===== src/rtl/pts_pkg.sv =====
// Package for the PDU transmit scheduler: register indexes, op and mode codes,
// reset values and sizing constants.
// No dependencies.
`default_nettype none

package pts_pkg;

  // Item operations
  localparam logic [1:0] OP_WRITE = 2'd0;
  localparam logic [1:0] OP_FLUSH = 2'd1;
  localparam logic [1:0] OP_TICK  = 2'd2;

  // Transmission modes
  localparam logic [1:0] MODE_NONE     = 2'd0;
  localparam logic [1:0] MODE_PERIODIC = 2'd1;
  localparam logic [1:0] MODE_DIRECT   = 2'd2;
  localparam logic [1:0] MODE_MIXED    = 2'd3;

  // Configuration register indexes
  localparam logic [2:0] REG_TX_MODE          = 3'd0;
  localparam logic [2:0] REG_PERIOD_MS        = 3'd1;
  localparam logic [2:0] REG_TICK_MS          = 3'd2;
  localparam logic [2:0] REG_STARTUP_TICKS    = 3'd3;
  localparam logic [2:0] REG_FRAME_LEN        = 3'd4;
  localparam logic [2:0] REG_HEADER_PROTECTED = 3'd5;
  localparam logic [2:0] REG_STUCK_LIMIT_MS   = 3'd6;

  // Register reset values
  localparam logic [7:0]  TICK_MS_RST       = 8'd10;
  localparam logic [15:0] STARTUP_TICKS_RST = 16'd50;
  localparam logic [3:0]  FRAME_LEN_RST     = 4'd8;
  localparam logic [15:0] STUCK_LIMIT_RST   = 16'd100;

  // Sizing
  localparam int FRAME_BYTES_DEF = 8;   // frame size in bytes
  localparam int DATA_CAP        = 8;   // most bytes ever sent or compared
  localparam logic [3:0] HEADER_SKIP = 4'd2;
  localparam logic [15:0] SIZE_MAX_MASK = 16'hFFFF;

endpackage

`default_nettype wire


===== src/rtl/pdu_tx_scheduler_core.sv =====
// PDU transmit scheduler: signal packing into the frame buffer, transmit mode
// rules, change suppression and stuck detection, in one pass per word.
// Depends on pts_pkg.
//
//  channel   direction  handshake                    payload
//  item      in         item_valid / item_ready      op .. link_ready
//  result    out        result_valid / result_ready  sent .. pending_now
//  config    in         cfg_we (no wait)             cfg_index, cfg_data
//
// One word per cycle sustained while result_ready stays high; a word shows up as a
// result after it is accepted by way of the input register, then the result register.
// All state is updated in the single cycle where a word moves from the input
// register into the result register, so the next word sees it at once.
// rst (synchronous) clears state and loads the register reset values.
// While result_ready is low the result holds and one more word can wait in
// the input register.
`default_nettype none

module pdu_tx_scheduler_core
  import pts_pkg::*;
#(
  parameter int FRAME_BYTES = FRAME_BYTES_DEF
) (
  input  wire logic        clk,
  input  wire logic        rst,
  // configuration
  input  wire logic        cfg_we,
  input  wire logic [2:0]  cfg_index,
  input  wire logic [15:0] cfg_data,
  // item channel
  input  wire logic        item_valid,
  output logic             item_ready,
  input  wire logic [1:0]  op,
  input  wire logic [5:0]  bit_pos,
  input  wire logic [4:0]  sig_width,
  input  wire logic [15:0] sig_value,
  input  wire logic        update_enable,
  input  wire logic [5:0]  update_bit_pos,
  input  wire logic        link_ready,
  // result channel
  output logic             result_valid,
  input  wire logic        result_ready,
  output logic             sent,
  output logic [63:0]      frame_data,
  output logic [3:0]       frame_bytes,
  output logic             stuck,
  output logic             throttled,
  output logic             pending_now
);

  // Only the first bytes up to the send cap are ever read back
  localparam int STORE = (FRAME_BYTES < DATA_CAP) ? FRAME_BYTES : DATA_CAP;
  localparam logic [6:0] FB_LIM    = 7'(FRAME_BYTES);
  localparam logic [3:0] STORE_LEN = 4'(STORE);

  // Configuration registers
  logic [1:0]  tx_mode;
  logic [15:0] period_ms;
  logic [7:0]  tick_ms;
  logic [15:0] startup_ticks;
  logic [3:0]  frame_len;
  logic        header_protected;
  logic [15:0] stuck_limit_ms;

  always_ff @(posedge clk) begin
    if (rst) begin
      tx_mode          <= MODE_NONE;
      period_ms        <= '0;
      tick_ms          <= TICK_MS_RST;
      startup_ticks    <= STARTUP_TICKS_RST;
      frame_len        <= FRAME_LEN_RST;
      header_protected <= 1'b0;
      stuck_limit_ms   <= STUCK_LIMIT_RST;
    end else if (cfg_we) begin
      case (cfg_index)
        REG_TX_MODE:          tx_mode          <= cfg_data[1:0];
        REG_PERIOD_MS:        period_ms        <= cfg_data;
        REG_TICK_MS:          tick_ms          <= cfg_data[7:0];
        REG_STARTUP_TICKS:    startup_ticks    <= cfg_data;
        REG_FRAME_LEN:        frame_len        <= cfg_data[3:0];
        REG_HEADER_PROTECTED: header_protected <= cfg_data[0];
        REG_STUCK_LIMIT_MS:   stuck_limit_ms   <= cfg_data;
        default: ;
      endcase
    end
  end

  // Input register
  logic        s1_valid;
  logic [1:0]  s1_op;
  logic [5:0]  s1_pos;
  logic [4:0]  s1_size;
  logic [15:0] s1_value;
  logic        s1_upd;
  logic [5:0]  s1_upos;
  logic        s1_link;
  logic        s1_go;

  assign s1_go      = s1_valid && (!result_valid || result_ready);
  assign item_ready = !s1_valid || s1_go;

  always_ff @(posedge clk) begin
    if (rst) begin
      s1_valid <= 1'b0;
    end else if (item_ready) begin
      s1_valid <= item_valid;
    end
  end

  always_ff @(posedge clk) begin
    if (item_ready && item_valid) begin
      s1_op    <= op;
      s1_pos   <= bit_pos;
      s1_size  <= sig_width;
      s1_value <= sig_value;
      s1_upd   <= update_enable;
      s1_upos  <= update_bit_pos;
      s1_link  <= link_ready;
    end
  end

  // Scheduler state
  logic [7:0]  frame_buf     [STORE];
  logic [7:0]  last_sent_buf [STORE];
  logic        pending;
  logic        ever_sent;
  logic [15:0] period_count;
  logic [15:0] fail_time;
  logic [15:0] startup_count;

  logic [7:0]  frame_buf_next [STORE];
  logic [7:0]  packed_buf     [STORE];
  logic        pending_next;
  logic        ever_sent_next;
  logic [15:0] period_count_next;
  logic [15:0] fail_time_next;
  logic [15:0] startup_count_next;
  logic        do_send;
  logic        r_stuck;
  logic        r_throttled;

  // Signal packing into a two-byte window
  logic [4:0]  size_c;
  logic [15:0] mask;
  logic [15:0] val;
  logic [2:0]  sh;
  logic [2:0]  off;
  logic [3:0]  off_p1;
  logic [15:0] sm;
  logic [15:0] sv;
  logic        single;
  logic        write_ok;
  logic        upd_ok;
  logic [5:0]  span;

  always_comb begin
    size_c   = (s1_size > 5'd16) ? 5'd16 : s1_size;
    mask     = (size_c == 5'd16) ? SIZE_MAX_MASK : ((16'd1 << size_c) - 16'd1);
    val      = s1_value & mask;
    sh       = s1_pos[2:0];
    off      = s1_pos[5:3];
    off_p1   = {1'b0, off} + 4'd1;
    sm       = mask << sh;
    sv       = val << sh;
    span     = {1'b0, size_c} + {3'b0, sh};
    single   = span <= 6'd8;
    write_ok = single ? ({4'b0, off} < FB_LIM) : ({3'b0, off_p1} < FB_LIM);
    upd_ok   = s1_upd && ({4'b0, s1_upos[5:3]} < FB_LIM);
    for (int k = 0; k < STORE; k++) begin
      packed_buf[k] = frame_buf[k];
      if (write_ok && off == 3'(k)) begin
        packed_buf[k] = (frame_buf[k] & ~sm[7:0]) | sv[7:0];
      end
      if (write_ok && off_p1 == 4'(k)) begin
        packed_buf[k] = (frame_buf[k] & ~sm[15:8]) | sv[15:8];
      end
      if (upd_ok && s1_upos[5:3] == 3'(k)) begin
        packed_buf[k] = packed_buf[k] | (8'd1 << s1_upos[2:0]);
      end
    end
  end

  // Effective length and change compare against the last sent frame
  logic [3:0] eff_len;
  logic [3:0] skip;
  logic       changed;

  always_comb begin
    eff_len = (frame_len > STORE_LEN) ? STORE_LEN : frame_len;
    skip    = header_protected ? HEADER_SKIP : 4'd0;
    changed = 1'b0;
    for (int k = 0; k < STORE; k++) begin
      if (4'(k) >= skip && 4'(k) < eff_len && frame_buf[k] != last_sent_buf[k]) begin
        changed = 1'b1;
      end
    end
  end

  // Mode rules for one word
  logic [16:0] pc_sum;
  logic [15:0] pc_sat;
  logic [16:0] fail_sum;
  logic        go;
  logic        mode_tick;
  logic        mode_direct;

  always_comb begin
    frame_buf_next     = frame_buf;
    pending_next       = pending;
    ever_sent_next     = ever_sent;
    period_count_next  = period_count;
    fail_time_next     = fail_time;
    startup_count_next = startup_count;
    do_send            = 1'b0;
    r_stuck            = 1'b0;
    r_throttled        = 1'b0;
    go                 = 1'b0;

    mode_tick   = (tx_mode == MODE_PERIODIC) || (tx_mode == MODE_MIXED);
    mode_direct = (tx_mode == MODE_DIRECT) || (tx_mode == MODE_MIXED);
    pc_sum      = {1'b0, period_count} + {9'b0, tick_ms};
    pc_sat      = pc_sum[16] ? 16'hFFFF : pc_sum[15:0];
    fail_sum    = {1'b0, fail_time} + {9'b0, tick_ms};

    case (s1_op)
      OP_WRITE: begin
        frame_buf_next = packed_buf;
        pending_next   = 1'b1;
        if (mode_direct && s1_link) begin
          do_send = 1'b1;
        end
      end
      OP_FLUSH: begin
        pending_next = 1'b1;
      end
      OP_TICK: begin
        if (startup_count < startup_ticks) begin
          startup_count_next = startup_count + 16'd1;
        end else if (mode_tick) begin
          period_count_next = pc_sat;
          if (period_ms == 16'd0) begin
            go = pending;
          end else if (pc_sat >= period_ms && (tx_mode == MODE_PERIODIC || pending)) begin
            go                = 1'b1;
            period_count_next = '0;
          end
          // unchanged payload drops an event send and consumes pending
          if (go && ever_sent && period_ms == 16'd0 && !changed) begin
            go           = 1'b0;
            pending_next = 1'b0;
          end
          if (go) begin
            if (s1_link) begin
              do_send = 1'b1;
            end else if (fail_sum >= {1'b0, stuck_limit_ms}) begin
              r_stuck        = 1'b1;
              fail_time_next = '0;
            end else begin
              fail_time_next = fail_sum[15:0];
            end
          end else begin
            r_throttled = pending_next;
          end
        end
      end
      default: ;
    endcase

    if (do_send) begin
      pending_next   = 1'b0;
      fail_time_next = '0;
      ever_sent_next = 1'b1;
    end
  end

  // Frame handed to the link
  logic [63:0] send_data;

  always_comb begin
    send_data = '0;
    for (int k = 0; k < STORE; k++) begin
      if (4'(k) < eff_len) begin
        send_data[8*k +: 8] = frame_buf_next[k];
      end
    end
  end

  // State update
  always_ff @(posedge clk) begin
    if (rst) begin
      for (int k = 0; k < STORE; k++) begin
        frame_buf[k]     <= '0;
        last_sent_buf[k] <= '0;
      end
      pending       <= 1'b0;
      ever_sent     <= 1'b0;
      period_count  <= '0;
      fail_time     <= '0;
      startup_count <= '0;
    end else if (s1_go) begin
      frame_buf     <= frame_buf_next;
      pending       <= pending_next;
      ever_sent     <= ever_sent_next;
      period_count  <= period_count_next;
      fail_time     <= fail_time_next;
      startup_count <= startup_count_next;
      if (do_send) begin
        for (int k = 0; k < STORE; k++) begin
          if (4'(k) < eff_len) begin
            last_sent_buf[k] <= frame_buf_next[k];
          end
        end
      end
    end
  end

  // Result register
  always_ff @(posedge clk) begin
    if (rst) begin
      result_valid <= 1'b0;
    end else if (s1_go) begin
      result_valid <= 1'b1;
    end else if (result_ready) begin
      result_valid <= 1'b0;
    end
  end

  always_ff @(posedge clk) begin
    if (s1_go) begin
      sent        <= do_send;
      frame_data  <= do_send ? send_data : 64'd0;
      frame_bytes <= do_send ? eff_len : 4'd0;
      stuck       <= r_stuck;
      throttled   <= r_throttled;
      pending_now <= pending_next;
    end
  end

endmodule

`default_nettype wire


===== config.mk =====
export PLATFORM = sky130hd
export DESIGN_NAME = pdu_tx_scheduler_core
export DESIGN_NICKNAME = d
export VERILOG_FILES = /design/src/rtl/pts_pkg.sv /design/src/rtl/pdu_tx_scheduler_core.sv
export SDC_FILE = /design/constraint.sdc
export NUM_CORES = 1
export LEC_CHECK = 0
export ABC_CLOCK_PERIOD_IN_PS = 6500
export BUFFER_PORTS_ARGS = -buffer_cell sky130_fd_sc_hd__buf_4
export CORE_AREA = 2 2 233 235
export CTS_CLUSTER_SIZE = 24
export DETAILED_ROUTE_END_ITERATION = 16
export DIE_AREA = 0 0 235 237
export SYNTH_ARGS = -nofsm -noshare
export SYNTH_HDL_FRONTEND = slang
export SYNTH_SLANG_ARGS = --single-unit

===== constraint.sdc =====
create_clock -name clk -period 6.5 [get_ports clk]
set_input_delay 1.3 -clock clk [delete_from_list [all_inputs] [get_ports clk]]
set_output_delay 1.3 -clock clk [all_outputs]
set_load 0.1 [all_outputs]

# Yosys cells after proc, flatten, opt, wreduce, memory -nomap -nowiden
# Memories as Yosys holds them, arrays and structs flattened.
# Index checks and enable logic that the tools add are counted.
# W data, S select, Z words.
[word_totals]
out_inout_bits = 74
input_bits = 61
ramBits = 64
n_memories = 1
reg_bits = 288
[mem_list]
columns = ["name", "depth", "word_bits", "rd", "rd_ports_with_merged_regs", "wr", "line_no", "source"]
rows = [
  ["last_sent_buf", 8, 8, 8, 0, 8, "pdu_tx_scheduler_core.sv:124", "logic [7:0] last_sent_buf [STORE];"],
]
[op_classes]
bitwise = 55
n_lt_le_gt_ge = 23
n_reduce_logical = 87
eq_ne = 43
addsub = 6
shifts = 4
mux = 121
[op_table]
columns = ["operator", "n"]
rows = [
  ["$mux W8", 32],
  ["$or A8 B8 Y8", 24],
  ["$mux W16", 11],
  ["$and A8 B8 Y8", 16],
  ["$mux W1", 72],
  ["$mux W64", 1],
  ["$ne A8 B8 Y1", 8],
  ["$logic_and A1 B1 Y1", 47],
  ["$add A16 B8 Y17", 2],
  ["$eq A3 B3 Y1 const B", 11],
  ["$reduce_and A2 Y1", 16],
  ["$shl A16 B3 Y16", 2],
  ["$eq A3 B2 Y1 const B", 6],
  ["$ge A17 B16 Y1", 1],
  ["$add A16 B1 Y16 const B", 1],
  ["$and A16 B16 Y16", 1],
  ["$eq A4 B3 Y1 const B", 4],
  ["$ge A16 B16 Y1", 1],
  ["$logic_not A16 Y1", 1],
  ["$lt A16 B16 Y1", 1],
  ["$lt A3 B4 Y1 const A", 4],
  ["$not A8 Y8", 2],
  ["$shl A1 B5 Y16 const A", 1],
  ["$sub A16 B1 Y16 const B", 1],
  ["other kinds (38)", 73],
]

# Logic depth before layout (Yosys ltp)
[logic_depth]
word_depth = 28
mapped_depth = 20
ltp_nobuf = 19

# Least setup slack after synthesis
# Ideal clock, no wire load.
[synth_timing]
path_type = "reg2reg"
startpoint = "register tick_ms[0]"
endpoint = "memory last_sent_buf[7][0] (netlist: last_sent_buf[1][24]) (enable)"
path_buffers = 2
path_stages_with_launch = 21
setup_slack_ps = 1129
required_ps = 6116
t_arrival_ps = 4987
cell_sequence = "dfxtp_1 ha_1 fa_1 a21o_1 a21oi_1 o21bai_1 a2111o_1 nand4_1 clkbuf_1 nand2_1 ha_1 and3_1 a221o_1 a41oi_1 o21ai_0 o21ai_0 o31a_2 inv_2 buf_2 nand2_1 o21ai_0"
[synth_lines]
columns = ["element", "line_no", "source"]
rows = [
  ["start: declaration", "pdu_tx_scheduler_core.sv:59", "logic [7:0] tick_ms;"],
  ["start signal: assignment", "pdu_tx_scheduler_core.sv:78", "REG_TICK_MS: tick_ms <= cfg_data[7:0];"],
  ["end: declaration", "pdu_tx_scheduler_core.sv:124", ""],
]

==> run_results.csv <==
group,metric,value,unit
outcome,status,"complete, no violations",
sta,setup_violations,0,
worst_setup_path,path_class,"flip-flop to flip-flop",
worst_hold_path,hold_class,"flip-flop to flip-flop",
worst_setup_path,cp_max_fo,15,
pwr,vdd_drop_max,0.000194,V
synth,synthFlopType,"dfxtp_1",
synth,synth_top_area_frac,0.246,
synth,postSynthAreaPerCell,8.70,sq um
cells_and_area,finish.utilization,0.454,
clock_tree,cts_setup_buffers,0,
pwr,intPower,4.05,mW
floorplanning,dieArea,55700,sq um
place,numPortBuffers,134,
worst_setup_path,startpoint_type,"flip-flop",
synth,yosys-top-cells-area,"edfxtp_1 25%, dfxtp_1 17%, nand2_1 5.5%",
grt,antenna_found_initial,0,
pwr,p_comb_frac,0.165,
sta,fin_crit_sh,0.902,
drt,final_antenna_net_count,0,
floorplanning,std_cell_rows,85,
worst_setup_path,r2r_slack,0.64,ns
sta,fin_tns_setup,0,ns
synth,postSynth.asyncResetShare,0,
sta,finalHoldViolCount,0,
worst_setup_path,path_delay_family,"compound AO/OA/AOI/OAI gates",
sta,slew_viol_final,0,
floorplanning,core,53300,sq um
sta,fmax,0.171,GHz
sta,relSlewSlack,0.145,
sta,skew,0.0194,ns
clock_tree,cts_max_path_buffers,3,
synth,synth_edf_count,173,
drt,drc,0,
synth,ys_types,93,
drt,drt_iter0_drc,2257,
floorplanning,die_w,235,microns
worst_setup_path,path_buf_inv,2,
floorplanning,start_util,0.396,
worst_setup_path,arrival,6.19,ns
cells_and_area,num_antenna_cells,0,
grt,first_global_vias,18900,
pwr,pwr-share-seq,0.425,
worst_setup_path,critPathMaxStageDelay,0.52,ns
place,dp_hpwl,52300,microns
clock_tree,cts_tree,"built",
pwr,leakagePower,8.43,nW
worst_setup_path,end_kind,"flip-flop",
clock_tree,root_buffer,"clkbuf_16",
drt,vias,20000,
run,cap_violations,0,
synth,synthCells,2425,
grt,grt_util_all_layers,0.260,
cells_and_area,drive_gt1_frac,0.123,
worst_setup_path,crit_top_cell,"o21ai_0",
clock_tree,cts_resized,0,
floorplanning,die_h,237,microns
synth,synth_area,21100,sq um
drt,drt-wirelength-per-cell,23.2,microns
synth,yosys_warnings,0,
clock_tree,htreeDepth,2,
drt,drt_pre_antenna_iters,6,
cells_and_area,area_growth,14.6,%
synth,yosysMostFrequentCell,"nand2_1",
pwr,p_clk_frac,0.410,
synth,synth-seq-cells,352,
clock_tree,clk_pin_slew,0.06,ns
sta,period_needed,5.86,ns
pwr,switching_share,0.305,
synth,synth_fp_nets,2559,
clock_tree,hold_buffers,0,
worst_setup_path,path_cells,"ha_1 -> fa_1 -> a21o_1 -> a21oi_1 -> o21bai_1 -> a2111o_1 -> nand4_1 -> nand2_1 -> ha_1 -> a211o_1 -> a221o_1 -> a41oi_1 -> o21ai_0 -> o21ai_0 -> o31a_2 -> inv_2 -> nand2_1 -> o21ai_0 -> buf_4",
synth,synth_area_leader_cell,"edfxtp_1",
synth,synth_common_cells,"307 x nand2_1, 225 x nor2_1, 179 x a21oi_1, 179 x dfxtp_1, 173 x edfxtp_1",
worst_setup_path,worstPathRequired,6.83,ns
grt,grt_pass1_wl,113000,microns
sta,rsz0062_at_grt,"no",
pwr,power_switching,1.77,mW
floorplanning,io_pins,135,
drt,drt-vias-per-instance,6.18,
cells_and_area,num-nets-final,2639,
worst_setup_path,cp_slowest_cell,"nand4_1",
clock_tree,cts_buffers,41,
grt,grt_max_degree,80,
grt,overflow,0,
sta,tightest_slew,1.27,ns
drt,wl,75100,microns
synth,synth_seq_area_share,0.416,
clock_tree,cts_sinks,352,
place,gp_congestion,0.938,
place,placed_cell_area,22800,sq um
pwr,powerDensity,241,nW/um^2
pwr,power,5.83,mW
cells_and_area,stdcell_area,24200,sq um
clock_tree,clock_latency,0.58,ns
[worst paths after layout]
kind,from,endpoint,cells past startpoint
hold / removal,stuck_limit_ms[7],stuck_limit_ms[7],2
setup reg to reg,tick_ms[0],last_sent_buf[1][8],19
setup / recovery,tick_ms[0],last_sent_buf[1][8],19
hold reg to reg,stuck_limit_ms[7],stuck_limit_ms[7],2
[tightest hold or removal path, delay by kind of cell, from the launching register on]
| family | cells | cell delay [ns] |
|---|---|---|
| AND/OR/NAND/NOR | 1 | 0.05 |
| AO/OA/AOI/OAI | 1 | 0.05 |
| flip-flops | 1 | 0.31 |
[stage by stage]
| stage | worst slack [ns] | cells | hold WS (ns) |
|---|---|---|---|
| 6_report | 0.639 | 3233 | 0.457 |
| 5_1_grt | 0.287 | 3233 | 0.477 |
| 4_1_cts | 0.686 | 3233 | 0.458 |
| 3_5_place_dp | 0.704 | 3158 | 0.450 |
| 3_3_place_gp | 0.929 | 3158 | 0.445 |
| 2_1_floorplan | 1.13 | 2425 | 0.429 |
[power by group through the flow]
| stage | Combinational [mW] | Clock, mW | Sequential [mW] |
|---|---|---|---|
| detailed placement | 0.933 | 0 | 2.52 |
| finish | 0.964 | 2.39 | 2.48 |
| global placement | 0.925 | 0 | 2.52 |
| CTS | 0.937 | 2.42 | 2.47 |
| floorplan | 0.488 | 0 | 2.63 |
| global route | 1.01 | 2.52 | 2.48 |
[kinds of logic (layout without fill, tap and decap cells)]
| group | Yosys count | after routing | synth area share |
|---|---|---|---|
| adder cells (fa/ha/maj) | 73 | 73 | 0.0443 |
| AND/OR/NAND/NOR | 955 | 955 | 0.213 |
| multiplexers | 20 | 20 | 0.0101 |
| AO/OA/AOI/OAI | 696 | 696 | 0.231 |
| XOR/XNOR | 105 | 105 | 0.0436 |
| buffers and inverters | 224 | 336 | 0.0419 |
| flip-flops | 352 | 352 | 0.416 |
[flip-flops by register name, summed over array words and instances, names as in the netlist, 2 cells and up]
signal,cells
s1_upos,6
last_sent_buf,64
period_ms,16
s1_value,16
frame_len,4
startup_ticks,16
frame_data,64
frame_buf,64
startup_count,16
s1_size,5
fail_time,16
stuck_limit_ms,16
s1_op,2
tx_mode,2
frame_bytes,4
s1_pos,6
tick_ms,8
period_count,16
[layer usage]
| layer | up-vias | share of wire | track usage |
|---|---|---|---|
| li1 | 9217 | - | - |
| met5 | - | 0 | 0 |
| met1 | 9533 | 0.42 | 0.352 |
| met2 | 1023 | 0.44 | 0.397 |
| met3 | 215 | 0.095 | 0.0562 |
| met4 | 0 | 0.046 | 0.122 |
[cells in the final DEF (no fill, tap or decap), types with 24 or more instances in the layout]
cell       count
a211oi_1      30
a21oi_1      176
a221oi_1      24
a22oi_1       34
a31oi_1       45
buf_4        175
clkbuf_16     43
dfxtp_1      179
edfxtp_1     173
ha_1          70
inv_1         81
nand2_1      307
nand2b_1      24
nand3_1       80
nand4_1       45
nor2_1       223
nor2b_1       32
nor3_1       114
o211ai_1      50
o21ai_0       95
xnor2_1       70
xor2_1        35
[final cells by class]
cell class	count	area, sq um
tap	696	871
inverter	86	325
sequential	352	8780
clock buffer	52	1150
timing repair buffer	175	1310
fill	5107	29100
clock inverter	23	236
multi-input combinational	1849	11500
No activity file was read; power rests on OpenSTA's default activity.
